==> src/sv/assert_macros.svh <==
`ifndef ASSERT_MACROS_SVH
`define ASSERT_MACROS_SVH

`ifndef SYNTHESIS

// check on every clock edge outside reset
`define LPHT_ASSERT(lbl, prop, msg) \
  lbl: assert property (@(posedge clk) disable iff (!rst_n) prop) else $error(msg);

// check on every clock edge, reset included
`define LPHT_ASSERT_RST(lbl, prop, msg) \
  lbl: assert property (@(posedge clk) prop) else $error(msg);

`else

`define LPHT_ASSERT(lbl, prop, msg)
`define LPHT_ASSERT_RST(lbl, prop, msg)

`endif

`endif

==> src/sv/lpht_ram.sv <==
module lpht_ram #(
  parameter int WIDTH = 8,
  parameter int DEPTH = 16
) (
  input  logic                     clk,
  input  logic                     we,
  input  logic [$clog2(DEPTH)-1:0] waddr,
  input  logic [WIDTH-1:0]         wdata,
  input  logic [$clog2(DEPTH)-1:0] raddr,
  output logic [WIDTH-1:0]         rdata
);

  logic [WIDTH-1:0] mem_r [DEPTH];
  logic [WIDTH-1:0] rdata_r;

  always_ff @(posedge clk) begin
    if (we) begin
      mem_r[waddr] <= wdata;
    end
    rdata_r <= mem_r[raddr];
  end

  assign rdata = rdata_r;

endmodule

==> config.mk <==
export PLATFORM = sky130hd
export DESIGN_NAME = lpht_ram
export DESIGN_NICKNAME = d
export VERILOG_FILES = /design/src/sv/assert_macros.svh /design/src/sv/lpht_ram.sv
export SDC_FILE = /design/constraint.sdc
export NUM_CORES = 1
export LEC_CHECK = 0
export BUFFER_PORTS_ARGS = -buffer_cell sky130_fd_sc_hd__buf_2
export CORE_ASPECT_RATIO = 0.75
export CORE_MARGIN = 2
export CORE_UTILIZATION = 38
export DETAILED_ROUTE_END_ITERATION = 12
export GPL_TIMING_DRIVEN = 0
export SYNTH_ARGS = -nofsm -noshare
export SYNTH_HDL_FRONTEND = slang
export SYNTH_SLANG_ARGS = --single-unit
==> constraint.sdc <==
create_clock -name clk -period 3 [get_ports clk]
set_input_delay 0.3 -clock clk [delete_from_list [all_inputs] [get_ports clk]]
set_output_delay 0.3 -clock clk [all_outputs]
set_load 0.02 [all_outputs]
==> flow_summary.json <==
{
  "clock_sinks": 136,
  "dieArea_um2": 14500,
  "cts_setup_buffers": 0,
  "finalPower_mw": 4.409,
  "avgViaCountPerCell": 5.350,
  "mostFrequentLayoutCells": "128 x edfxtp_1, 28 x buf_2, 18 x mux4_2",
  "fmax_mhz": 539.9,
  "drt-total-wl_um": 10630,
  "holdPathEnd": "mem_r[9][7]$_DFFE_PP_",
  "rsz0062_at_grt": "no",
  "drc": 0,
  "rows": 36,
  "htree_levels": 4,
  "hpwl_um": 6859,
  "worstHoldStart": "wdata[7]",
  "synth_area_per_cell_um2": 22.48,
  "start_util_pct": 39.27,
  "fin_nets": 291,
  "setup_viol_count_final": 0,
  "irDropWorstVdd_mv": 0.4479,
  "hp-class": "in -> reg",
  "cts_tree": "done",
  "via_count": 2445,
  "worst_pin_slew_ps": 1253,
  "drv_slew": 0,
  "hold_viol": 0,
  "maxSlewHeadroom_pct": 15.79,
  "grt_pass1_vias": 2446,
  "cp.required_ps": 3030,
  "ys_seq_area_share_pct": 77.78,
  "layout_commonest_cell": "edfxtp_1",
  "routabilityCongestion": 0.7574,
  "cap_violations": 0,
  "cp_max_fo": 8,
  "fin_crit_ps": 1852,
  "cts.clk_slew.worst_paths_ps": 60,
  "ant_nets": 0,
  "status": "finished, final reports clean",
  "cp_data_arrival_time_ps": 1880,
  "grt_pass1_wl_um": 16070,
  "ys_types": 19,
  "path_class": "in -> reg",
  "hold_buffers": 0,
  "chipHeight_um": 104.8,
  "clock_path_buffers": 2,
  "p_leak_nw": 2.024,
  "power.density_nw_per_um2": 725.5,
  "synthCells": 229,
  "syn-cell-area_um2": 5147,
  "finClkSkew_ps": 11.11,
  "die_w_um": 138.4,
  "cts_buffers": 17,
  "syn-num-nets": 247,
  "grt_max_degree": 17,
  "ys_warn_count": 0,
  "hold_path_depth": 1,
  "ioPinCount": 26,
  "syn2layout_area_growth_pct": 18.06,
  "synth_seq_cells": 136,
  "cts_resized": 0,
  "reg2reg_depth": 3,
  "antenna_found_initial": 0,
  "final.setup.tns_ps": 0,
  "routedWlPerCell_um": 23.25,
  "drive_gt1_share_pct": 29.02,
  "antenna_cells": 0,
  "timing.reg2reg.setup_slack_ps": 1540,
  "r2r_start": "mem_r[5][0]$_DFFE_PP_",
  "clk_latency_ps": 420,
  "stdcell_area_um2": 6077,
  "worstReg2RegEnd": "rdata[0]$_DFF_P_",
  "io_buffers": 24,
  "first_iter_violations": 220,
  "critPathLaunchType": "input pin",
  "drt_pass1_iterations": 4,
  "worstSetupEndpointType": "register",
  "track_usage_pct": 15.91,
  "finalCritPeriodShare_pct": 61.74,
  "core-area_um2": 13110,
  "placed_cell_area_um2": 5482,
  "grt_overflow": 0,
  "cts_root_buffer": "clkbuf_16"
}
==> through the flow <==
step / hold WS [ps] / utilization, % / instances / worst slack [ps]
2_1_floorplan: 398.9 / - / 229 / 1207
3_3_place_gp: 665.2 / 41.82 / 424 / 569.7
3_5_place_dp: 680.0 / 41.82 / 424 / 647.3
4_1_cts: 280.6 / 46.29 / 456 / 1107
5_1_grt: 277.3 / 46.36 / 457 / 1015
6_report: 284.9 / 46.36 / 457 / 1148
==> synthesized netlist by cell type <==
cell | n | area, µm²
edfxtp_1 | 128 | 3844
mux4_2 | 18 | 405.4
a22oi_1 | 16 | 120.1
mux4_1 | 14 | 367.9
nor2_1 | 13 | 48.80
nand2_1 | 9 | 33.78
dfxtp_1 | 8 | 160.2
nor3_1 | 4 | 20.02
buf_2 | 3 | 15.01
buf_6 | 3 | 33.78
clkdlybuf4s25_2 | 3 | 30.03
nand2b_1 | 2 | 12.51
nand3b_1 | 2 | 15.01
and2_1 | 1 | 6.260
and2b_1 | 1 | 7.510
buf_4 | 1 | 7.510
nand3_1 | 1 | 5.000
nor2b_1 | 1 | 6.260
or3b_2 | 1 | 8.760
==> metal layers <==
| layer | routed length, µm | global-route usage, % | share of wire [%] | up-vias |
|---|---|---|---|---|
| met3 | 757 | 5.775 | 7.1 | 10 |
| met2 | 4727 | 21.99 | 44 | 74 |
| met5 | 0 | 0 | 0 | - |
| met1 | 5045 | 23.96 | 47 | 1295 |
| met4 | 95 | 3.936 | 0.89 | 0 |
| li1 | - | - | - | 1066 |
==> logic make-up (layout without fill, tap and decap cells) <==
group,after synthesis,in the layout,share of synthesized area (%)
compound gates,16,16,2.334
flops,136,136,77.78
simple gates,35,35,3.184
mux,32,32,15.02
buf+inv,10,67,1.677
==> critical path, stage by stage <==
cell    delay (ps)
buf_2          130
or3b_2         510
nor3_1         940
==> power breakdown <==
group / leakage, nW / internal (mW) / switching, mW
registers: 1.22 / 2.13 / 0.0102
clock network: 0.279 / 1.29 / 0.763
logic: 0.522 / 0.0848 / 0.137
total: 2.02 / 3.50 / 0.910
==> registers in the layout, indices dropped and copies added (netlist names) <==
| register | flops |
|---|---|
| mem_r | 128 |
| rdata | 8 |
==> worst max path at each step <==
stage | from | to | cells after the start
after global routing | waddr[2] | mem_r[0][7]$_DFFE_PP_ | 3
after CTS | waddr[2] | mem_r[0][3]$_DFFE_PP_ | 3
final | waddr[2] | mem_r[0][7]$_DFFE_PP_ | 3
after global placement | waddr[2] | mem_r[0][3]$_DFFE_PP_ | 3
after detailed placement | waddr[2] | mem_r[0][3]$_DFFE_PP_ | 3
after floorplan | waddr[2] | mem_r[0][0]$_DFFE_PP_ | 2
==> area by class of cell <==
type	instances	area, µm²
Clock inverter	15	160.2
Timing Repair Buffer	25	125.1
Clock buffer	17	425.4
Buffer	10	86.33
Sequential cell	136	4004
Tap cell	171	214.0
Fill cell	1084	7030
Multi-Input combinational cell	83	1062
(Power assumes the default switching activity.)
